<file path="src/rtl/session_lifecycle_fsm_core_defines.svh">
// Assertion macros for the session lifecycle core.
// Used by session_lifecycle_fsm_core; expects clk and rst_n in scope.
`ifndef SESSION_LIFECYCLE_FSM_CORE_DEFINES_SVH
`define SESSION_LIFECYCLE_FSM_CORE_DEFINES_SVH

`ifndef SYNTHESIS
// Same-cycle implication, checked outside reset.
`define SLF_ASSERT_NOW(label, ante, cons) \
  label: assert property (@(posedge clk) disable iff (!rst_n) (ante) |-> (cons)) \
    else $error("slf: same-cycle check failed");
// Next-cycle implication, checked outside reset.
`define SLF_ASSERT_NEXT(label, ante, cons) \
  label: assert property (@(posedge clk) disable iff (!rst_n) (ante) |=> (cons)) \
    else $error("slf: next-cycle check failed");
`else
`define SLF_ASSERT_NOW(label, ante, cons)
`define SLF_ASSERT_NEXT(label, ante, cons)
`endif

`endif

</file>
<file path="src/rtl/slf_pkg.sv">
// Shared types and codes for the session lifecycle core.
// No dependencies.
`timescale 1ns / 1ps

package slf_pkg;

  localparam int unsigned FUNC_W  = 2;
  localparam int unsigned EVENT_W = 4;
  localparam int unsigned STATE_W = 3;
  localparam int unsigned COUNT_W = 8;
  localparam int unsigned TICK_W  = 16;
  localparam int unsigned CFG_IDX_W  = 3;
  localparam int unsigned CFG_DATA_W = 16;

  typedef enum logic [STATE_W-1:0] {
    ST_DISC         = 3'd0,
    ST_CONNECTING   = 3'd1,
    ST_CONNECTED    = 3'd2,
    ST_INITIALIZING = 3'd3,
    ST_READY        = 3'd4,
    ST_DRAINING     = 3'd5,
    ST_ERROR        = 3'd6,
    ST_CLOSED       = 3'd7
  } state_t;

  localparam logic [FUNC_W-1:0] FUNC_EVENT = 2'd0;
  localparam logic [FUNC_W-1:0] FUNC_TICK  = 2'd1;
  localparam logic [FUNC_W-1:0] FUNC_SOFT  = 2'd2;

  localparam logic [EVENT_W-1:0] EV_CONNREQ   = 4'd0;
  localparam logic [EVENT_W-1:0] EV_NETUP     = 4'd1;
  localparam logic [EVENT_W-1:0] EV_NETDOWN   = 4'd2;
  localparam logic [EVENT_W-1:0] EV_INITREQ   = 4'd3;
  localparam logic [EVENT_W-1:0] EV_INITSENT  = 4'd4;
  localparam logic [EVENT_W-1:0] EV_INITRECV  = 4'd5;
  localparam logic [EVENT_W-1:0] EV_INITED    = 4'd6;
  localparam logic [EVENT_W-1:0] EV_SHUTDOWN  = 4'd7;
  localparam logic [EVENT_W-1:0] EV_DRAINED   = 4'd8;
  localparam logic [EVENT_W-1:0] EV_PROTERR   = 4'd9;
  localparam logic [EVENT_W-1:0] EV_TIMEOUT   = 4'd10;
  localparam logic [EVENT_W-1:0] EV_RECONNREQ = 4'd11;
  localparam logic [EVENT_W-1:0] EV_NONE      = 4'd0;

  localparam logic [CFG_IDX_W-1:0] CFG_AUTO_RECONNECT = 3'd0;
  localparam logic [CFG_IDX_W-1:0] CFG_MAX_RECONNECTS = 3'd1;
  localparam logic [CFG_IDX_W-1:0] CFG_CONNECT_LIMIT  = 3'd2;
  localparam logic [CFG_IDX_W-1:0] CFG_INIT_LIMIT     = 3'd3;
  localparam logic [CFG_IDX_W-1:0] CFG_DRAIN_LIMIT    = 3'd4;

  localparam logic [COUNT_W-1:0] MAX_RECONNECTS_RST = 8'd3;
  localparam logic [TICK_W-1:0]  LIMIT_RST          = 16'd1000;
  localparam logic [TICK_W-1:0]  TICK_MAX           = 16'hFFFF;

  typedef struct packed {
    logic               auto_reconnect_enable;
    logic [COUNT_W-1:0] max_reconnects;
    logic [TICK_W-1:0]  connect_limit_ticks;
    logic [TICK_W-1:0]  init_limit_ticks;
    logic [TICK_W-1:0]  drain_limit_ticks;
  } cfg_t;

  typedef struct packed {
    logic               changed;
    state_t             prior_state;
    state_t             current_state;
    logic [EVENT_W-1:0] trigger_code;
    logic               timed_out;
    logic [COUNT_W-1:0] attempts_used;
  } res_t;

  typedef struct packed {
    state_t             fsm_state;
    logic               timer_armed;
    logic [COUNT_W-1:0] reconnect_count;
  } status_t;

endpackage

</file>
<file path="src/rtl/slf_in_if.sv">
// Input item channel: valid/ready plus func and event code.
// Depends on slf_pkg.
`timescale 1ns / 1ps

interface slf_in_if
  import slf_pkg::*;
();
  logic               valid;
  logic               ready;
  logic [FUNC_W-1:0]  func;
  logic [EVENT_W-1:0] event_code;

  modport source (output valid, output func, output event_code, input ready);
  modport sink   (input valid, input func, input event_code, output ready);
endinterface

</file>
<file path="src/rtl/slf_out_if.sv">
// Result item channel: valid/ready plus transition report fields.
// Depends on slf_pkg.
`timescale 1ns / 1ps

interface slf_out_if
  import slf_pkg::*;
();
  logic               valid;
  logic               ready;
  logic               changed;
  logic [STATE_W-1:0] prior_state;
  logic [STATE_W-1:0] current_state;
  logic [EVENT_W-1:0] trigger_code;
  logic               timed_out;
  logic [COUNT_W-1:0] attempts_used;

  modport source (output valid, output changed, output prior_state, output current_state,
                  output trigger_code, output timed_out, output attempts_used,
                  input ready);
  modport sink   (input valid, input changed, input prior_state, input current_state,
                  input trigger_code, input timed_out, input attempts_used,
                  output ready);
endinterface

</file>
<file path="src/rtl/slf_cfg.sv">
// Configuration register file for the session lifecycle core.
// Depends on slf_pkg.
`timescale 1ns / 1ps

module slf_cfg
  import slf_pkg::*;
(
  input  logic                  clk,
  input  logic                  rst_n,
  input  logic                  cfg_we,
  input  logic [CFG_IDX_W-1:0]  cfg_index,
  input  logic [CFG_DATA_W-1:0] cfg_wdata,
  output cfg_t                  cfg
);

  cfg_t cfg_r, cfg_nxt;

  always_comb begin
    cfg_nxt = cfg_r;
    if (cfg_we) begin
      case (cfg_index)
        CFG_AUTO_RECONNECT: cfg_nxt.auto_reconnect_enable = cfg_wdata[0];
        CFG_MAX_RECONNECTS: cfg_nxt.max_reconnects        = cfg_wdata[COUNT_W-1:0];
        CFG_CONNECT_LIMIT:  cfg_nxt.connect_limit_ticks   = cfg_wdata[TICK_W-1:0];
        CFG_INIT_LIMIT:     cfg_nxt.init_limit_ticks      = cfg_wdata[TICK_W-1:0];
        CFG_DRAIN_LIMIT:    cfg_nxt.drain_limit_ticks     = cfg_wdata[TICK_W-1:0];
        default:            cfg_nxt = cfg_r;  // unmapped index: dropped
      endcase
    end
  end

  always_ff @(posedge clk) begin
    if (!rst_n) begin
      cfg_r.auto_reconnect_enable <= 1'b0;
      cfg_r.max_reconnects        <= MAX_RECONNECTS_RST;
      cfg_r.connect_limit_ticks   <= LIMIT_RST;
      cfg_r.init_limit_ticks      <= LIMIT_RST;
      cfg_r.drain_limit_ticks     <= LIMIT_RST;
    end else begin
      cfg_r <= cfg_nxt;
    end
  end

  assign cfg = cfg_r;

endmodule

</file>
<file path="src/rtl/slf_fsm.sv">
// Lifecycle state machine, reconnect counter and per-state tick timer.
// Evaluates one registered item per cycle while commit is high. Depends on slf_pkg.
`timescale 1ns / 1ps

module slf_fsm
  import slf_pkg::*;
(
  input  logic               clk,
  input  logic               rst_n,
  input  cfg_t               cfg,
  input  logic               commit,      // item is consumed this cycle
  input  logic [FUNC_W-1:0]  item_func,
  input  logic [EVENT_W-1:0] item_event,
  output res_t               res,
  output status_t            status
);

  state_t              state_r, state_nxt;
  logic [COUNT_W-1:0]  count_r, count_nxt;
  logic [TICK_W-1:0]   elapsed_r, elapsed_nxt;
  logic                armed_r, armed_nxt;

  logic [TICK_W-1:0]   elapsed_inc;
  logic [TICK_W-1:0]   limit;
  logic                is_event, is_tick, is_soft;
  logic                expire, apply;
  logic [EVENT_W-1:0]  ev;
  state_t              ns;
  logic                retry_ok;
  logic                cnt_inc, cnt_clr;

  always_ff @(posedge clk) begin
    if (!rst_n) begin
      state_r   <= ST_DISC;
      count_r   <= '0;
      elapsed_r <= '0;
      armed_r   <= 1'b0;
    end else if (commit) begin
      state_r   <= state_nxt;
      count_r   <= count_nxt;
      elapsed_r <= elapsed_nxt;
      armed_r   <= armed_nxt;
    end
  end

  always_comb begin
    is_event = (item_func == FUNC_EVENT);
    is_tick  = (item_func == FUNC_TICK);
    is_soft  = (item_func == FUNC_SOFT);

    elapsed_inc = (elapsed_r == TICK_MAX) ? elapsed_r : elapsed_r + 1'b1;
    case (state_r)
      ST_CONNECTING:   limit = cfg.connect_limit_ticks;
      ST_INITIALIZING: limit = cfg.init_limit_ticks;
      ST_DRAINING:     limit = cfg.drain_limit_ticks;
      default:         limit = TICK_MAX;
    endcase
    expire = is_tick && armed_r && (elapsed_inc >= limit);
    apply  = is_event || expire;
    ev     = is_event ? item_event : EV_TIMEOUT;

    retry_ok = (count_r < cfg.max_reconnects);
    cnt_inc  = 1'b0;
    cnt_clr  = 1'b0;
    ns       = state_r;
    case (state_r)
      ST_DISC: begin
        if (ev == EV_CONNREQ)    ns = ST_CONNECTING;
        else if (ev == EV_NETUP) ns = ST_CONNECTED;
      end
      ST_CONNECTING: begin
        if (ev == EV_NETUP)                             ns = ST_CONNECTED;
        else if (ev == EV_NETDOWN || ev == EV_TIMEOUT)  ns = ST_DISC;
        else if (ev == EV_PROTERR)                      ns = ST_ERROR;
      end
      ST_CONNECTED: begin
        if (ev inside {EV_INITREQ, EV_INITSENT}) ns = ST_INITIALIZING;
        else if (ev == EV_NETDOWN)               ns = ST_DISC;
        else if (ev == EV_PROTERR)               ns = ST_ERROR;
      end
      ST_INITIALIZING: begin
        if (ev inside {EV_INITED, EV_INITRECV})       ns = ST_READY;
        else if (ev inside {EV_TIMEOUT, EV_PROTERR})  ns = ST_ERROR;
        else if (ev == EV_NETDOWN)                    ns = ST_DISC;
      end
      ST_READY: begin
        if (ev == EV_SHUTDOWN) begin
          ns = ST_DRAINING;
        end else if (ev == EV_NETDOWN) begin
          if (cfg.auto_reconnect_enable && retry_ok) begin
            ns      = ST_CONNECTING;
            cnt_inc = 1'b1;
          end else begin
            ns = ST_DISC;
          end
        end else if (ev == EV_PROTERR) begin
          ns = ST_ERROR;
        end
      end
      ST_DRAINING: begin
        if (ev inside {EV_DRAINED, EV_TIMEOUT, EV_NETDOWN}) ns = ST_CLOSED;
      end
      ST_ERROR: begin
        if (ev == EV_RECONNREQ) begin
          if (retry_ok) begin
            ns      = ST_CONNECTING;
            cnt_inc = 1'b1;
          end
        end else if (ev == EV_SHUTDOWN) begin
          ns = ST_CLOSED;
        end
      end
      ST_CLOSED: begin
        if (ev == EV_CONNREQ) begin
          ns      = ST_CONNECTING;
          cnt_clr = 1'b1;
        end
      end
      default: ns = state_r;
    endcase

    state_nxt   = state_r;
    count_nxt   = count_r;
    elapsed_nxt = elapsed_r;
    armed_nxt   = armed_r;

    if (is_tick && armed_r) begin
      elapsed_nxt = elapsed_inc;
      if (expire) armed_nxt = 1'b0;
    end

    if (apply && (ns != state_r)) begin
      state_nxt = ns;
      armed_nxt = (ns inside {ST_CONNECTING, ST_INITIALIZING, ST_DRAINING});
      if (armed_nxt) elapsed_nxt = '0;
      if (cnt_clr)      count_nxt = '0;
      else if (cnt_inc) count_nxt = count_r + 1'b1;
    end

    if (is_soft) begin
      state_nxt   = ST_DISC;
      count_nxt   = '0;
      elapsed_nxt = '0;
      armed_nxt   = 1'b0;
    end

    res.changed       = (state_nxt != state_r);
    res.prior_state   = state_r;
    res.current_state = state_nxt;
    res.trigger_code  = is_event ? item_event : (expire ? EV_TIMEOUT : EV_NONE);
    res.timed_out     = expire;
    res.attempts_used = count_nxt;
  end

  assign status.fsm_state       = state_r;
  assign status.timer_armed     = armed_r;
  assign status.reconnect_count = count_r;

endmodule

</file>
<file path="src/rtl/session_lifecycle_fsm_core.sv">
// Session lifecycle core: top level with input and result registers.
// Depends on slf_pkg, slf_in_if, slf_out_if, slf_cfg, slf_fsm and the defines header.
`timescale 1ns / 1ps
`include "session_lifecycle_fsm_core_defines.svh"

// Eight-state connection lifecycle machine (disconnected, connecting, connected,
// initializing, ready, draining, error, closed). Each input item is an event, a
// time tick or a soft reset, and yields exactly one result item reporting the
// prior and new state, the trigger, whether the state timer expired, and the
// reconnect attempt count. Throughput is one item per clock while the result
// register can advance. The item sits in the input register, and the result
// register is loaded together with the state update when the item fires. The
// state, count and timer registers update in the same cycle the result is
// captured, so the next item sees them directly. A held result does not block
// the input register from filling; input backpressure appears only when both
// registers hold items.
// Configuration writes take effect on the next clock and should be issued only
// while no item is in flight.
module session_lifecycle_fsm_core
  import slf_pkg::*;
(
  input  logic                  clk,
  input  logic                  rst_n,
  slf_in_if.sink                in_ch,
  slf_out_if.source             out_ch,
  input  logic                  cfg_we,
  input  logic [CFG_IDX_W-1:0]  cfg_index,
  input  logic [CFG_DATA_W-1:0] cfg_wdata
);

  cfg_t    cfg;
  res_t    res;
  status_t status;

  // Input register
  logic               in_valid_r, in_valid_nxt;
  logic [FUNC_W-1:0]  in_func_r;
  logic [EVENT_W-1:0] in_event_r;

  // Result register
  logic out_valid_r, out_valid_nxt;
  res_t out_res_r;

  logic in_accept;
  logic advance;   // result register can take a new item
  logic fire;      // registered item is evaluated and committed

  // Check helpers
  logic timed_state;  // state that runs the tick timer
  logic res_moved;    // held result reports differing states
  logic expiry_ok;    // held result reports a timeout transition

  assign advance     = !out_valid_r || out_ch.ready;
  assign fire        = in_valid_r && advance;
  assign in_ch.ready = !in_valid_r || advance;
  assign in_accept   = in_ch.valid && in_ch.ready;

  always_comb begin
    in_valid_nxt = in_valid_r;
    if (in_accept)  in_valid_nxt = 1'b1;
    else if (fire)  in_valid_nxt = 1'b0;

    out_valid_nxt = out_valid_r;
    if (fire)              out_valid_nxt = 1'b1;
    else if (out_ch.ready) out_valid_nxt = 1'b0;
  end

  always_ff @(posedge clk) begin
    if (!rst_n) begin
      in_valid_r  <= 1'b0;
      out_valid_r <= 1'b0;
    end else begin
      in_valid_r  <= in_valid_nxt;
      out_valid_r <= out_valid_nxt;
    end
  end

  always_ff @(posedge clk) begin
    if (in_accept) begin
      in_func_r  <= in_ch.func;
      in_event_r <= in_ch.event_code;
    end
    if (fire) out_res_r <= res;
  end

  slf_cfg u_cfg (
    .clk       (clk),
    .rst_n     (rst_n),
    .cfg_we    (cfg_we),
    .cfg_index (cfg_index),
    .cfg_wdata (cfg_wdata),
    .cfg       (cfg)
  );

  slf_fsm u_fsm (
    .clk        (clk),
    .rst_n      (rst_n),
    .cfg        (cfg),
    .commit     (fire),
    .item_func  (in_func_r),
    .item_event (in_event_r),
    .res        (res),
    .status     (status)
  );

  assign out_ch.valid         = out_valid_r;
  assign out_ch.changed       = out_res_r.changed;
  assign out_ch.prior_state   = out_res_r.prior_state;
  assign out_ch.current_state = out_res_r.current_state;
  assign out_ch.trigger_code  = out_res_r.trigger_code;
  assign out_ch.timed_out     = out_res_r.timed_out;
  assign out_ch.attempts_used = out_res_r.attempts_used;

  assign timed_state = (status.fsm_state == ST_CONNECTING) ||
                       (status.fsm_state == ST_INITIALIZING) ||
                       (status.fsm_state == ST_DRAINING);
  assign res_moved   = (out_res_r.prior_state != out_res_r.current_state);
  assign expiry_ok   = (out_res_r.trigger_code == EV_TIMEOUT) && out_res_r.changed;

  // Timer only runs in the three timed states.
  `SLF_ASSERT_NOW(a_armed_state, status.timer_armed, timed_state)
  // changed flag agrees with the reported states.
  `SLF_ASSERT_NOW(a_changed_match, out_valid_r, out_res_r.changed == res_moved)
  // An expiry always reports the timeout trigger and a transition.
  `SLF_ASSERT_NOW(a_expiry_report, out_valid_r && out_res_r.timed_out, expiry_ok)
  // A committed item's new state is the state seen by the next item.
  `SLF_ASSERT_NEXT(a_state_follows, fire, status.fsm_state == out_res_r.current_state)

endmodule

</file>
<file path="src/flat_wrapper.sv">
// flat-port wrapper written by rule: the top's interface ports become plain ports
module session_lifecycle_fsm_core_flat import slf_pkg::*;
  (clk, rst_n, cfg_we, cfg_index, cfg_wdata, in_ch_valid, in_ch_func, in_ch_event_code, in_ch_ready, out_ch_valid, out_ch_changed, out_ch_prior_state, out_ch_current_state, out_ch_trigger_code, out_ch_timed_out, out_ch_attempts_used, out_ch_ready);
  slf_in_if in_ch_i ();
  slf_out_if out_ch_i ();
  input  logic clk;
  input  logic rst_n;
  input  logic cfg_we;
  input  logic [CFG_IDX_W-1:0] cfg_index;
  input  logic [CFG_DATA_W-1:0] cfg_wdata;
  input wire logic [$bits(in_ch_i.valid)-1:0] in_ch_valid;
  input wire logic [$bits(in_ch_i.func)-1:0] in_ch_func;
  input wire logic [$bits(in_ch_i.event_code)-1:0] in_ch_event_code;
  output wire logic [$bits(in_ch_i.ready)-1:0] in_ch_ready;
  output wire logic [$bits(out_ch_i.valid)-1:0] out_ch_valid;
  output wire logic [$bits(out_ch_i.changed)-1:0] out_ch_changed;
  output wire logic [$bits(out_ch_i.prior_state)-1:0] out_ch_prior_state;
  output wire logic [$bits(out_ch_i.current_state)-1:0] out_ch_current_state;
  output wire logic [$bits(out_ch_i.trigger_code)-1:0] out_ch_trigger_code;
  output wire logic [$bits(out_ch_i.timed_out)-1:0] out_ch_timed_out;
  output wire logic [$bits(out_ch_i.attempts_used)-1:0] out_ch_attempts_used;
  input wire logic [$bits(out_ch_i.ready)-1:0] out_ch_ready;
  assign in_ch_i.valid = in_ch_valid;
  assign in_ch_i.func = in_ch_func;
  assign in_ch_i.event_code = in_ch_event_code;
  assign in_ch_ready = in_ch_i.ready;
  assign out_ch_valid = out_ch_i.valid;
  assign out_ch_changed = out_ch_i.changed;
  assign out_ch_prior_state = out_ch_i.prior_state;
  assign out_ch_current_state = out_ch_i.current_state;
  assign out_ch_trigger_code = out_ch_i.trigger_code;
  assign out_ch_timed_out = out_ch_i.timed_out;
  assign out_ch_attempts_used = out_ch_i.attempts_used;
  assign out_ch_i.ready = out_ch_ready;
  session_lifecycle_fsm_core u_core (.clk(clk), .rst_n(rst_n), .in_ch(in_ch_i), .out_ch(out_ch_i), .cfg_we(cfg_we), .cfg_index(cfg_index), .cfg_wdata(cfg_wdata));
endmodule
</file>
<file path="config.mk">
export PLATFORM = sky130hd
export DESIGN_NAME = session_lifecycle_fsm_core_flat
export DESIGN_NICKNAME = d
export VERILOG_FILES = /design/src/rtl/slf_pkg.sv /design/src/rtl/slf_in_if.sv /design/src/rtl/slf_out_if.sv /design/src/rtl/slf_cfg.sv /design/src/rtl/slf_fsm.sv /design/src/rtl/session_lifecycle_fsm_core.sv /design/src/flat_wrapper.sv
export VERILOG_INCLUDE_DIRS = /design/src /design/src/rtl
export SDC_FILE = /design/constraint.sdc
export NUM_CORES = 1
export LEC_CHECK = 0
export ABC_AREA = 1
export BUFFER_PORTS_ARGS = -buffer_cell sky130_fd_sc_hd__buf_4
export CORE_MARGIN = 2
export CORE_UTILIZATION = 65
export CTS_CLUSTER_DIAMETER = 40
export DETAILED_ROUTE_END_ITERATION = 10
export PLACE_DENSITY = 0.86
export REMOVE_ABC_BUFFERS = 1
export SLEW_MARGIN = 40
export SYNTH_ARGS = -nofsm -noshare
export SYNTH_HDL_FRONTEND = slang
export SYNTH_SLANG_ARGS = --single-unit
</file>
<file path="constraint.sdc">
create_clock -name clk -period 10.71 [get_ports clk]
set_input_delay 1.071 -clock clk [delete_from_list [all_inputs] [get_ports clk]]
set_output_delay 1.071 -clock clk [all_outputs]
set_load 0.005 [all_outputs]
</file>
==> impl_metrics.py <==
metrics = {
    "status": {
        "outcome": "finished clean",
    },
    "final_layout": {
        "fillers": 752,
        "mostFrequentLayoutCells": "nand2_1, inv_1, dfxtp_1",
        "final_common_cell": "nand2_1",
        "regArea_mm2": 0.00252,
        "layout-drive-gt1-share_pct": 15.9,
        "multiInputGateArea_mm2": 0.00330,
        "fin_nets": 970,
        "area_delta_synth_final_pct": 16.7,
        "final_core_util_pct": 76.7,
        "n_antenna_cell": 0,
    },
    "yosys": {
        "yosysTopAreaCellShare_pct": 27.5,
        "syn_area_mm2": 0.00634,
        "yosysWarnings": 0,
        "yosysSeqAreaShare_pct": 39.8,
        "yosys.area.top_type": "dfxtp_1",
        "synth_cells": 872,
        "synth.area.top_cells": "dfxtp_1, edfxtp_1, nand2_1",
        "synthDistinctLibCells": 45,
        "syn_avg_cell_area_um2": 7.27,
        "synth_seq_cells": 113,
    },
    "die": {
        "die_x_um": 103,
        "die_h_um": 103,
        "rows": 36,
        "coreArea_mm2": 0.00964,
        "ios": 52,
        "start_util_pct": 65.8,
        "die_area_mm2": 0.0106,
    },
    "min_path": {
        "hp-class": "reg -> reg",
    },
    "sta": {
        "setup_tns_ns": 0,
        "final-hold-violation-count": 0,
        "fin_worst_skew_ns": 0.00852,
        "finalCritPeriodShare_pct": 40.6,
        "fin_crit_ns": 4.35,
        "rsz0062_at_grt": "no",
        "tightestPinTransition_ns": 0.816,
        "slew_viol_final": 0,
        "holdWs_ns": 0.453,
        "slew_headroom_pct": 45.5,
        "setup_violations": 0,
        "fmax_ghz": 0.230,
    },
    "placed_design": {
        "port_buffers": 51,
        "dpl.hpwl_um": 11500,
        "gp_congestion": 0.927,
    },
    "power_and_ir_drop": {
        "p_leak_nw": 3.19,
        "clkPwrFrac_pct": 49.5,
        "ir_worst_vdd_uv": 138,
        "p_seq_share_pct": 39.3,
        "powerDensity_mw_per_mm2": 161,
        "intPower_w": 0.000878,
        "p_comb_share_pct": 11.2,
        "switching_share_pct": 26.2,
        "power_w": 0.00119,
        "switchingPower_w": 0.000312,
    },
    "global_route": {
        "antenna_found_initial": 0,
        "track_usage_pct": 33.4,
        "globalRouteOverflowTotal": 0,
        "grt_pass1_wl_um": 27200,
        "grt_pass1_vias": 5945,
        "grt_max_degree": 70,
    },
    "drt": {
        "drc_errors": 0,
        "drtPass1Iterations": 8,
        "wl_met2_um": 8470,
        "via_count": 6275,
        "wl_met3_um": 1040,
        "drt_iter0_drc": 451,
        "wl_per_cell_um": 16.2,
        "drt-total-wl_um": 17100,
        "highest_layer": "met4",
        "wl_met1_um": 6690,
        "ant_nets": 0,
        "viasPerCell": 5.91,
    },
    "worst_setup_path": {
        "slowest_stage": "dfxtp_1",
        "cp-end-kind": "flop",
        "worst_path_largest_cell_delay_ns": 0.41,
        "cpMostUsedCell": "nand2_1",
        "crit_arrival_ns": 4.63,
        "startpoint_type": "flop",
        "path_buf_inv": 6,
        "cp_max_fo": 5,
        "critPathKind": "reg -> reg",
        "path_delay_family": "simple AND/OR/NAND/NOR gates",
        "cp.required_ns": 10.99,
    },
    "cts": {
        "cts_tree": "built",
        "ctsHtreeMaxLevel": 4,
        "cts_setup_buffers": 0,
        "clock_latency_ns": 0.53,
        "path_clk_slew_ns": 0.06,
        "cts.sinks": 113,
        "post_cts_resized": 0,
        "ctsHoldBuffers": 0,
        "clockBufferDepth": 2,
        "cts-buffers-inserted": 17,
        "cts_root_buffer": "clkbuf_8",
    },
    "run": {
        "cap_violations": 0,
    },
}
path summary, 6_finish.rpt:
path | endpoint | start | depth (start not counted) | slack, ns
setup / recovery | u_core.out_ch.changed | u_core.u_fsm.elapsed_r[0] | 29 | 6.36
hold / removal | u_core.u_cfg.cfg[17] | u_core.u_cfg.cfg[17] | 2 | 0.45
setup reg to reg | u_core.out_ch.changed | u_core.u_fsm.elapsed_r[0] | 29 | 6.36
hold reg to reg | u_core.u_cfg.cfg[17] | u_core.u_cfg.cfg[17] | 2 | 0.45
kinds of logic (layout without fill, tap and decap cells):
family	after synthesis	in the layout	synth area share, %
AOI/OAI and AO/OA	197	197	17.7
adders and majority gates	25	25	4.93
buffers and inverters	133	189	8.33
and+or+nand+nor	394	394	27.9
DFF	113	113	39.8
xor gates and xnor gates	10	10	1.38
per-layer routing:
| layer | up-vias | global-route usage (%) |
|---|---|---|
| met5 | - | 0 |
| met4 | 0 | 21.2 |
| met3 | 89 | 8.14 |
| met2 | 294 | 57.0 |
| met1 | 2891 | 37.5 |
| li1 | 3001 | - |
stage by stage:
| step | worst slack (ns) | cells | area (µm²) |
|---|---|---|---|
| 6_report | 6.36 | 1061 | 7400 |
| 5_1_grt | 6.00 | 1061 | 7400 |
| 2_1_floorplan | 7.31 | 843 | 6200 |
| 3_5_place_dp | 6.52 | 1029 | 6770 |
| 4_1_cts | 6.31 | 1061 | 7390 |
| 3_3_place_gp | 6.68 | 1029 | 6770 |
final cells by class:
type,instances,share of cell area (%)
repair buffers,53,5.38
flip-flops and latches,113,34.1
multi-input cells,626,44.6
clock buffers,19,6.12
clock inverters,13,2.30
well taps,133,2.25
inverters,104,5.28
worst reg2reg max path: cells and delay by family, from the launching register on:
family          cells  cell delay [ns]
compound gates      1             0.08
xor+xnor            1             0.30
fa+ha+maj           2             0.48
buf+inv             6             0.62
flops               1             0.41
simple gates       19             2.22
cells in the mapped netlist:
cell type / number
o21bai_1: 1
o21ai_2: 4
buf_4: 1
nand4_1: 8
a21oi_4: 1
xor2_1: 9
nand3b_1: 3
clkbuf_1: 24
nand2_2: 24
nor2_1: 87
nand3_2: 4
nor2_2: 7
o21a_1: 1
o2111ai_1: 1
o211ai_1: 2
a21boi_0: 1
nor3b_1: 2
xnor2_1: 1
o21ai_0: 80
inv_1: 91
nand4_2: 1
ha_1: 25
edfxtp_1: 26
a21oi_2: 6
nand2_1: 177
nand3_1: 54
buf_1: 1
nor4_1: 4
buf_6: 1
a21oi_1: 79
buf_2: 1
a21boi_1: 1
a2111oi_0: 2
or2_1: 1
a221oi_1: 15
o31ai_1: 1
dfxtp_1: 87
clkinv_1: 6
nor3_1: 17
nor2_4: 3
nand2_4: 2
inv_2: 7
o21ai_1: 1
a31oi_1: 1
buf_12: 1
power groups by stage:
stage               Combinational (W)  Clock [W]  Sequential (W)
floorplan                   0.0000832          0        0.000473
global placement             0.000122          0        0.000476
detailed placement           0.000128          0        0.000476
CTS                          0.000131   0.000592        0.000467
global route                 0.000147   0.000614        0.000469
finish                       0.000133   0.000589        0.000468
flip-flops by register name, indices dropped and copies added, names as in the netlist:
name / cells
u_core.in_event_r: 4
u_core.out_ch.prior_state: 3
u_core.out_ch.trigger_code: 4
u_core.in_valid_r: 1
u_core.u_cfg.cfg: 57
u_core.out_ch.current_state: 3
u_core.u_fsm.armed_r: 1
u_core.in_func_r: 2
u_core.out_ch.timed_out: 1
u_core.u_fsm.count_r: 8
u_core.out_ch.valid: 1
u_core.out_ch.changed: 1
u_core.u_fsm.state_r: 3
u_core.out_ch.attempts_used: 8
u_core.u_fsm.elapsed_r: 16
No activity file was read; power rests on OpenSTA's default activity.
